[src/rtl/core/rdf_pkg.sv]
// Shared types and constants for the rational difference filter.
`timescale 1ns / 1ps
package rdf_pkg;
   localparam int MAX_ORDER = 8;
   localparam int NCOEF = MAX_ORDER + 1;
   localparam int IDX_W = 4;
   localparam int ACC_W = 72;
   localparam logic [31:0] ONE_Q16 = 32'h0001_0000;

   typedef enum logic [1:0] {
      OP_FILTER = 2'd0,
      OP_COEF = 2'd1,
      OP_CLEAR = 2'd2,
      OP_NONE = 2'd3
   } op_type;

   typedef enum logic [0:0] {
      REG_NUM_LEN = 1'b0,
      REG_DEN_LEN = 1'b1
   } reg_type;

   typedef enum logic [2:0] {ST_IDLE, ST_NUM, ST_DEN, ST_DIV, ST_WAIT, ST_OUT} state_type;

   typedef struct packed {
      logic start;
      logic [ACC_W-1:0] dividend;
      logic [31:0] divisor;
   } div_req_type;

   typedef struct packed {
      logic done;
      logic [31:0] quot;
      logic ovf;
   } div_rsp_type;
endpackage

[src/rtl/core/rdf_divider.sv]
// Radix-2 restoring signed divider with Q16.16 saturation.
`timescale 1ns / 1ps
module rdf_divider
   import rdf_pkg::*;
(
   input  logic        clock,
   input  logic        reset,
   input  div_req_type req,
   output div_rsp_type rsp
);
   logic [ACC_W-1:0] num_ff, num_in;
   logic [32:0] rem_ff, rem_in;
   logic [31:0] dmag_ff, dmag_in;
   logic [39:0] q_ff, q_in;
   logic neg_ff, neg_in, busy_ff, busy_in, done_ff, done_in;
   logic big_ff, big_in;
   logic [6:0] cnt_ff, cnt_in;
   logic [33:0] trial;
   logic big;

   assign trial = {rem_ff, num_ff[ACC_W-1]} - {2'b0, dmag_ff};

   always_comb begin
      num_in = num_ff; rem_in = rem_ff; dmag_in = dmag_ff; q_in = q_ff;
      neg_in = neg_ff; busy_in = busy_ff; cnt_in = cnt_ff; done_in = 1'b0;
      big_in = big_ff;
      if (req.start) begin
         num_in = req.dividend[ACC_W-1] ? (~req.dividend + 1'b1) : req.dividend;
         dmag_in = req.divisor[31] ? (~req.divisor + 1'b1) : req.divisor;
         neg_in = req.dividend[ACC_W-1] ^ req.divisor[31];
         rem_in = '0; q_in = '0; busy_in = 1'b1; cnt_in = 7'(ACC_W);
         big_in = 1'b0;
      end else if (busy_ff) begin
         num_in = num_ff << 1;
         big_in = big_ff | q_ff[39];
         if (!trial[33]) begin
            rem_in = trial[32:0];
            q_in = {q_ff[38:0], 1'b1};
         end else begin
            rem_in = {rem_ff[31:0], num_ff[ACC_W-1]};
            q_in = {q_ff[38:0], 1'b0};
         end
         cnt_in = cnt_ff - 7'd1;
         if (cnt_ff == 7'd1) begin
            busy_in = 1'b0; done_in = 1'b1;
         end
      end
   end

   always_ff @(posedge clock) begin
      num_ff <= num_in; rem_ff <= rem_in; dmag_ff <= dmag_in; q_ff <= q_in;
      neg_ff <= neg_in; cnt_ff <= cnt_in; big_ff <= big_in;
      if (reset) begin
         busy_ff <= 1'b0; done_ff <= 1'b0;
      end else begin
         busy_ff <= busy_in; done_ff <= done_in;
      end
   end

   assign big = big_ff || (|q_ff[39:32]);
   always_comb begin
      rsp.done = done_ff;
      if (!neg_ff) begin
         rsp.ovf = big || q_ff[31];
         rsp.quot = rsp.ovf ? 32'h7FFF_FFFF : q_ff[31:0];
      end else begin
         rsp.ovf = big || (q_ff[31:0] > 32'h8000_0000);
         rsp.quot = rsp.ovf ? 32'h8000_0000 : (32'd0 - q_ff[31:0]);
      end
   end
endmodule

[config.mk]
export PLATFORM = sky130hd
export DESIGN_NAME = rdf_divider
export DESIGN_NICKNAME = d
export VERILOG_FILES = /design/src/rtl/core/rdf_pkg.sv /design/src/rtl/core/rdf_divider.sv
export SDC_FILE = /design/constraint.sdc
export NUM_CORES = 1
export LEC_CHECK = 0
export ABC_CLOCK_PERIOD_IN_PS = 3300
export BUFFER_PORTS_ARGS = -buffer_cell sky130_fd_sc_hd__buf_4
export CAP_MARGIN = 40
export CORE_MARGIN = 3
export CORE_UTILIZATION = 52
export DETAILED_ROUTE_END_ITERATION = 7
export GPL_TIMING_DRIVEN = 1
export HOLD_SLACK_MARGIN = 0.1
export PLACE_DENSITY = 0.73
export SETUP_SLACK_MARGIN = 0.3
export SYNTH_ARGS = -nofsm -noshare
export SYNTH_HDL_FRONTEND = slang
export SYNTH_SLANG_ARGS = --single-unit
[constraint.sdc]
create_clock -name clock -period 3.3 [get_ports clock]
set_input_delay 0.165 -clock clock [delete_from_list [all_inputs] [get_ports clock]]
set_output_delay 0.165 -clock clock [all_outputs]
set_load 0.005 [all_outputs]
# --- Word-level counts from Yosys, hierarchy flattened ---
# Index checks and enable logic that the tools add are counted.
totals:
  reg_bits: 188
  out_inout_bits: 34
classes:
  add_sub_neg: 5
  magnitude_cmp: 1
  eq_ne: 1
  muxes: 13
  n_bitwise: 5
  n_reduce_logical: 6
op_table:
  columns: ["op", "count"]
  rows:
  - ["$mux 72", 3]
  - ["$add 72x1->72 const B", 1]
  - ["$not 72->72", 1]
  - ["$mux 33", 2]
  - ["$mux 32", 2]
  - ["$sub 34x32->34", 1]
  - ["$add 32x1->32 const B", 1]
  - ["$gt 32x32->1 const B", 1]
  - ["$not 32->32", 1]
  - ["$sub 1x32->32 const A", 1]
  - ["$mux 31", 1]
  - ["$reduce_or 8->1", 1]
  - ["$eq 7x1->1 const B", 1]
  - ["$sub 7x1->7 const B", 1]
  - ["$mux 1", 5]
  - ["$logic_or 1x1->1", 3]
  - ["$reduce_or 3->1", 1]
  - ["$reduce_bool 2->1", 1]
  - ["$not 1->1", 1]
  - ["$or 1x1->1", 1]
  - ["$xor 1x1->1", 1]

# --- Logic depth before layout (Yosys ltp) ---
# Gate-level depths: netlist of run 1.
logic_depth:
  ltp_word: 5
  ltp_mapped: 14

# --- Worst setup path before layout of run 1 ---
# Ideal clock, no wire load.
synth_timing:
  kind: "reg-to-reg"
  from: "register dmag_ff[6]"
  to: "register rem_ff[21]"
  setup_ns: 0.125
  arrival_ns: 2.788
  t_required_ns: 3.175
  setup_slack_ns: 0.387
  stages_incl_launch_ff: 14
  period_less_slack_ns: 2.913
  cell_sequence: "edfxtp_1 inv_1 ha_1 a21o_1 a21o_1 a221oi_1 nand2_1 a41oi_1 o21ai_1 xnor2_1 buf_2 buf_2 a32oi_1 o31ai_1"
synth_via:
  elab_chain_cells: 2
synth_rtl:
  columns: ["item", "line_no", "text"]
  rows:
  - ["start: declaration", "rdf_divider.sv:13", "logic [31:0] dmag_ff, dmag_in;"]
  - ["start signal: assignment", "rdf_divider.sv:51", "num_ff <= num_in; rem_ff <= rem_in; dmag_ff <= dmag_in; q_ff <= q_in;"]
  - ["$sub 34x32->34", "rdf_divider.sv:21", "assign trial = {rem_ff, num_ff[ACC_W-1]} - {2'b0, dmag_ff};"]
  - ["$mux 33", "rdf_divider.sv:36", "if (!trial[33]) begin"]
  - ["end signal: assignment", "rdf_divider.sv:51", null]
  - ["end: declaration", "rdf_divider.sv:12", "logic [32:0] rem_ff, rem_in;"]
# No other way between the ends.
# A chain may end at the register's enable or synchronous reset.

==> results of run 1 <==
[metal layers]
| metal | wire [um] | up-vias | GRT usage (%) |
|---|---|---|---|
| met5 | 0 | - | 0 |
| met1 | 13800 | 5302 | 32.2 |
| li1 | - | 5444 | - |
| met3 | 2060 | 59 | 3.75 |
| met4 | 596 | 0 | 5.37 |
| met2 | 15500 | 414 | 36.7 |
[registers in the layout, summed over array words and instances (netlist names)]
name     flops
num_ff      72
busy_ff      1
dmag_ff     32
done_ff      1
rem_ff      33
q_ff        40
neg_ff       1
big_ff       1
cnt_ff       7
[stage by stage]
| step | cells | total power, uW | util [%] | hold slack [ns] |
|---|---|---|---|---|
| 6_report | 1890 | 6620 | 68.4 | 0.115 |
| 5_1_grt | 1890 | 6940 | 68.4 | 0.122 |
| 4_1_cts | 1873 | 6450 | 65.8 | 0.106 |
| 3_5_place_dp | 1796 | 4320 | 59.6 | 0.335 |
| 3_3_place_gp | 1795 | 4280 | 59.5 | 0.334 |
| 2_1_floorplan | 1393 | 3830 | - | 0.237 |
[worst max path at each step]
stage	start	end	slack (ns)	cells after the start
after floorplan	dmag_ff[6]	rem_ff[21]	0.39	13
after global placement	q_ff[0]	rsp[7]	0.15	12
after detailed placement	q_ff[0]	rsp[7]	0.03	12
after CTS	q_ff[13]	rsp[17]	-0.07	11
after global routing	q_ff[0]	rsp[28]	-0.31	13
final	q_ff[0]	rsp[29]	-0.21	13
[kinds of logic (layout without fill, tap and decap cells)]
kind of cell / count (synthesis) / in the layout / share of synthesized area [%]
buffers and inverters: 146 / 327 / 4.81
adders and majority gates: 38 / 38 / 3.96
muxes: 44 / 44 / 3.61
AOI/OAI and AO/OA: 360 / 360 / 19.6
and+or+nand+nor: 483 / 486 / 18.9
DFF: 188 / 188 / 39.5
xor gates and xnor gates: 134 / 134 / 9.62
[power by group through the flow]
stage / clock, uW / sequential (uW) / combinational (uW)
after floorplan: 0 / 2810 / 1020
after global placement: 0 / 2830 / 1450
after detailed placement: 0 / 2840 / 1480
after CTS: 2070 / 2790 / 1590
after global routing: 2170 / 2810 / 1960
final: 2030 / 2790 / 1800
[final cells by class]
class	instances	area [um2]
fill	1800	7230
sequential	188	4830
clock buffer	17	425
inverter	61	241
timing repair buffer	234	2020
tap	313	392
multi-input combinational	1062	7560
clock inverter	15	150
[repair_timing]
item | 4_1_cts | 5_1_grt
setup buffers | 10 | 12
gates resized for setup | 86 | 87
pin swaps | 14 | 30
cloned | 3 | 5
hold buffers | 32 | 0
endpoints found under the hold margin | 34 | 0
setup endpoints to repair | 65 | 69
[cell usage after synthesis, types with 7 or more instances]
master	n	share of area (%)
a21o_1	15	0.92
nand2b_1	17	0.87
clkbuf_1	65	2.0
edfxtp_1	105	26
nor2b_1	7	0.36
o41ai_1	20	1.4
o21a_1	7	0.43
ha_1	37	3.8
mux2i_1	44	3.6
a21oi_1	105	4.3
a311oi_1	16	1.1
nor2_1	179	5.5
nand3_1	23	0.94
or4_1	23	1.4
a32oi_1	10	0.72
xnor2_1	47	3.4
nand2_1	138	4.2
nand4_1	10	0.51
or3_1	9	0.46
o31ai_1	34	2.1
buf_2	10	0.41
inv_1	59	1.8
xor2_1	87	6.2
nor3_1	21	0.86
nor4_1	16	0.82
dfxtp_1	83	14
o311ai_1	20	1.4
o21ai_0	77	3.2
[worst max-delay path, cell delays in order (launching register included)]
cell and delay (ns):
dfxtp_2 0.33, inv_2 0.09, ha_2 0.20, or4b_4 0.51
nor2_4 0.18, nand4_4 0.12, nor4b_4 0.26, nand3b_1 0.14
a21o_4 0.31, buf_12 0.17, o31ai_2 0.18, nand2_1 0.13
o311ai_4 0.13, buf_4 0.16
==> results.md, run 1 <==
- Run status: complete, but fails checks
- Failing checks: negative setup slack
- Mapped Cells: 1393
- GP Congestion: 0.935
- Clk sinks: 188
- Syn nets: 1538
- Worst Tran Pin Value: 0.888 ns
- Routed wire per std cell: 16.9 um
- Yosys reg bits: 188
- Setup Crit Path Kind: reg2out
- Internal Pwr Total: 4610 uW
- Clock Latency Late Sink: 0.44 ns
- Gr ovfl total: 0
- Setup TNS: -4.36 ns
- Syn_area_per_cell: 8.76 um2
- Peak supply drop: 0.306 mV
- Flop pwr share: 42.1%
- Gr usage total: 22.7%
- Min-delay src: req[66]
- Syn. warnings: 0
- Max Clock Skew: 0.0113 ns
- Logic pwr share: 27.2%
- Die height: 159 um
- Max-slew violations: 0
- Register area share after synthesis: 39.5%
- Ys async rst share: 0%
- Synth Cell Area: 0.0122 mm2
- Sw power: 2010 uW
- Setup violators final: 29
- DRT antenna net count: 0
- Die width: 159 um
- DRT iter0 DRCs: 1158
- Max clock buf depth: 2
- Reg2reg setup slack: 0.35 ns
- Part of the power in the clock network: 30.7%
- # IOs: 141
- Pre-CTS WS: 0.0285 ns
- Max_cap viols: 0
- Routed vias/inst: 5.94
- Distinct cells, synth: 79
- Main synth FF type: edfxtp_1
- Initial antenna violation count: 0
- CP endpoint kind: output port
- Vias: 11219
- Initial Utilization: 53.4%
- Num CTS Buffers: 17
- Number of flops mapped to enable cells by yosys: 105
- Largest net degree at the start of global routing: 156
- Final wirelength: 31900 um
- Row cnt: 55
- Arrival time worst endpoint: 3.34 ns
- Worst setup margin: -0.207 ns
- Area delta synth->final: 28.0%
- Design area: 0.0156 mm2
- Reg2reg start: dmag_ff[6]
- Req. time, crit path: 3.13 ns
- Most common cell after layout, fill and taps aside: buf_4
- Hold Crit Depth: 3
- Net Sw Frac: 30.4%
- Leak: 0.00622 uW
- Slew headroom: 40.8%
- Die area: 0.0253 mm2
- Layout cells sized above 1: 22.6%
- Inserted Diodes: 0
- HP Class: in2reg
- Root Driver: clkbuf_16
- Final hold viol count: 0
- RSZ-0062 raised after global routing: true
- Max Freq: 285 MHz
- Cell area after placement: 0.0136 mm2
- First drt pass iteration count: 6
- Critical Path Source Type: flop
- Core ar.: 0.0228 mm2
- I/O Buffers: 140
- First-pass GRT wire length: 49200 um
- Hpwl dp: 19800 um
- H-tree levels: 4
- CTS tree: done
- Reg clk slew, reported paths: 0.07 ns
- Fin crit share: 106%
- Tmin final: 3.51 ns
- Worst reg2reg path endpoint: rem_ff[5]
- Reg2reg path depth: 12
- Endpoint, Worst Hold: num_ff[34]
- Number of global-route vias before repair: 10078
- Commonest non-fill, non-tap cells in the layout: buf_4 (183), nor2_1 (177), nand2_1 (129), edfxtp_1 (105), a21oi_1 (100)
- Drt drc: 0
- Pwr Density: 424 mW/mm2
- Final nets: 1709
- Worst Path Max Fanout: 8
Power figures use the tool's default switching activity.
==> run 2, diff against run 1 <==
GPL_TIMING_DRIVEN = 0   (was 1)
==> run 2 against run 1 <==
The run still ends with negative setup slack left. Sequential cell count unchanged. Global-route usage increased by 3.0 points. Wire length increased by 13%. Sequential power about the same. Cell count increased by 3.5%. Die area unchanged. Clock-buffer cell count increased by 2. Via count increased by 4.8%. Register-to-register slack got worse by 0.15 ns. Combinational power increased by 10%. Largest cell class unchanged. Largest power group unchanged.
==> results.md, run 2 (synthesis results as in run 1) <==
- Hpwl dp: 23500 um (+19%)
- GP Congestion: 0.908 (-2.9%)
- FF/Latch Area: 0.00483 mm2 (about the same)
- First drt pass iteration count: 5 (-1)
- Req. time, crit path: 3.13 ns (about the same)
- Area delta synth->final: 31.5%
- Max reg flops: 72 (unchanged)
- Slowest CP cell: or4b_4
- Final hold viol count: 0 (unchanged)
- Fillers: 1737 (-3.5%)
- DRT iter0 DRCs: 1013 (-13%)
- Worst setup margin: -0.235 ns (-0.0272 ns)
- Setup Crit Path Kind: reg2out
- Max clock buf depth: 2 (unchanged)
- CP endpoint kind: output port
- Regs by FF count: num_ff x72, q_ff x40, rem_ff x33
- Peak supply drop: 0.400 mV (+30%)
- Failing checks: negative setup slack
- Arrival time worst endpoint: 3.37 ns (+0.03 ns)
- H-tree levels: 4 (unchanged)
- Tmin final: 3.53 ns (+0.0272 ns)
- Reg clk slew, reported paths: 0.08 ns (about the same)
- Drt drc: 0 (unchanged)
- Final hold slack: 0.117 ns (+0.00215 ns)
- Clock Latency Late Sink: 0.44 ns (about the same)
- Final wirelength: 36000 um (+13%)
- Clk sinks: 188 (unchanged)
- Setup violators final: 27 (-6.9%)
- Worst Path Buf+Inv: 4 (+1)
- Row cnt: 55 (unchanged)
- Fin crit share: 107% (+0.82 points)
- Pwr Density: 425 mW/mm2 (+0.13%)
- Vias: 11757 (+4.8%)
- Die area: 0.0253 mm2 (unchanged)
- Cell mode on critical path: buf_12
- Routed wire per std cell: 18.4 um (+9.1%)
- Area of the multi-input gates: 0.00774 mm2 (+2.4%)
- Root Driver: clkbuf_16
- Commonest non-fill, non-tap cells in the layout: buf_4 (176), nor2_1 (175), nand2_1 (118), edfxtp_1 (105), a21oi_1 (99)
- Initial antenna violation count: 0 (unchanged)
- Max incr delay on CP: 0.49 ns (-0.02 ns)
- RSZ-0062 raised after global routing: true
- Gr ovfl total: 0 (unchanged)
- Layout cells sized above 1: 23.8% (+1.2 points)
- Die height: 159 um (unchanged)
- Critical Path Source Type: flop
- DRT antenna net count: 0 (unchanged)
- # IOs: 141 (unchanged)
- Inserted Diodes: 0 (unchanged)
- Max_cap viols: 0 (unchanged)
- Initial Utilization: 53.4% (unchanged)
- Die width: 159 um (unchanged)
- Max Freq: 283 MHz (-0.77%)
- Largest net degree at the start of global routing: 54 (-65%)
- CTS tree: done
- Worst path cell trace: inv_2 -> ha_4 -> or4b_4 -> nor2_4 -> nand4_4 -> nor4b_4 -> nand3b_1 -> a21o_4 -> buf_12 -> buf_12 -> o21ai_1 -> nand2_1 -> o311ai_2 -> buf_4
- Max Clock Skew: 0.0113 ns (-0.0000255 ns)
- Worst Tran Pin Value: 0.906 ns (+0.0179 ns)
- HP Class: in2reg
- Worst Path Max Fanout: 6 (-2)
- Num CTS Buffers: 17 (unchanged)
- Max-slew violations: 0 (unchanged)
- Most common cell after layout, fill and taps aside: buf_4
- Number of global-route vias before repair: 11095 (+10%)
- Slew headroom: 39.6% (-1.2 points)
- Routed vias/inst: 6.01 (+1.3%)
- I/O Buffers: 139 (-0.71%)
- Leak: 0.00638 uW (+2.6%)
- Delay-heaviest family, CP: simple AND/OR/NAND/NOR gates
- Gr usage total: 25.7% (+3.0 points)
- Core ar.: 0.0228 mm2 (unchanged)
- Final nets: 1775 (+3.9%)
- Setup TNS: -3.81 ns (+0.544 ns)
- Run status: complete, but fails checks
- Largest Register: num_ff
- First-pass GRT wire length: 54800 um (+11%)
## run 2: changes by cell type in the layout (fill, tap and decap cells not counted), sizes merged
cell      previous run  this run
clkbuf              19        86
inv                 60        69
clkinvlp             6         0
clkinv               8         4
buf                200       203
nand2              142       140
bufinv               2         1
## run 2: worst register-to-register path, cell delays in order (launching register included)
cell and delay, ns:
edfxtp_1 0.44, inv_2 0.10, ha_4 0.19, nor2b_4 0.12
o31a_1 0.33, o2111ai_2 0.24, nand2_2 0.12, a41oi_4 0.32
o21ai_4 0.09, buf_12 0.14, xnor2_4 0.29, buf_6 0.22
buf_8 0.16, a32oi_2 0.11, o31ai_1 0.13
## run 2: worst paths after layout
check	cells after the start	to	start	slack [ns]
min	3	num_ff[27]	req[59]	0.12
max reg2reg	14	rem_ff[21]	dmag_ff[1]	0.20
min reg2reg	2	big_ff	big_ff	0.48
max	14	rsp[13]	q_ff[0]	-0.23
## run 2: stage by stage
step	std cells	power [uW]	utilization (%)	setup slack, ns	cell area [um2]
CTS	1935	6480	66.3	-0.0424	15200
global route	1956	7090	70.2	-0.319	16000
global placement	1845	4300	59.7	-0.534	13600
detailed placement	1846	4340	59.8	-0.241	13700
finish	1956	6810	70.2	-0.235	16000
floorplan	1393	3830	-	0.387	12200
## run 2: per-layer routing
layer	routed length [um]	global-route usage, %	vias to the layer above
met1	15300	34.5	5592
met3	2500	4.21	90
met2	17300	43.4	513
met5	0	0	-
li1	-	-	5562
met4	918	7.24	0
## run 2: cell type report
type / instances / area share, %
inverter: 61 / 1.46
clock buffer: 19 / 2.77
multi-input combinational: 1060 / 48.2
tap: 313 / 2.44
clock inverter: 13 / 0.788
buffer: 85 / 2.93
timing repair buffer: 217 / 11.3
sequential: 188 / 30.1
## run 2: timing repair
action,CTS,global route
endpoints found under the hold margin,34,0
cloned,1,7
endpoints found under the setup margin,66,72
pin swaps,16,63
buffers inserted,24,14
gates resized for setup,88,171
hold buffers,32,0
## run 2: where the power goes
group          internal (uW)  leakage (uW)  switching, uW
combinational            865       0.00438           1120
sequential              2700       0.00171           94.0
clock                   1080      0.000289            955
total                   4650       0.00638           2170
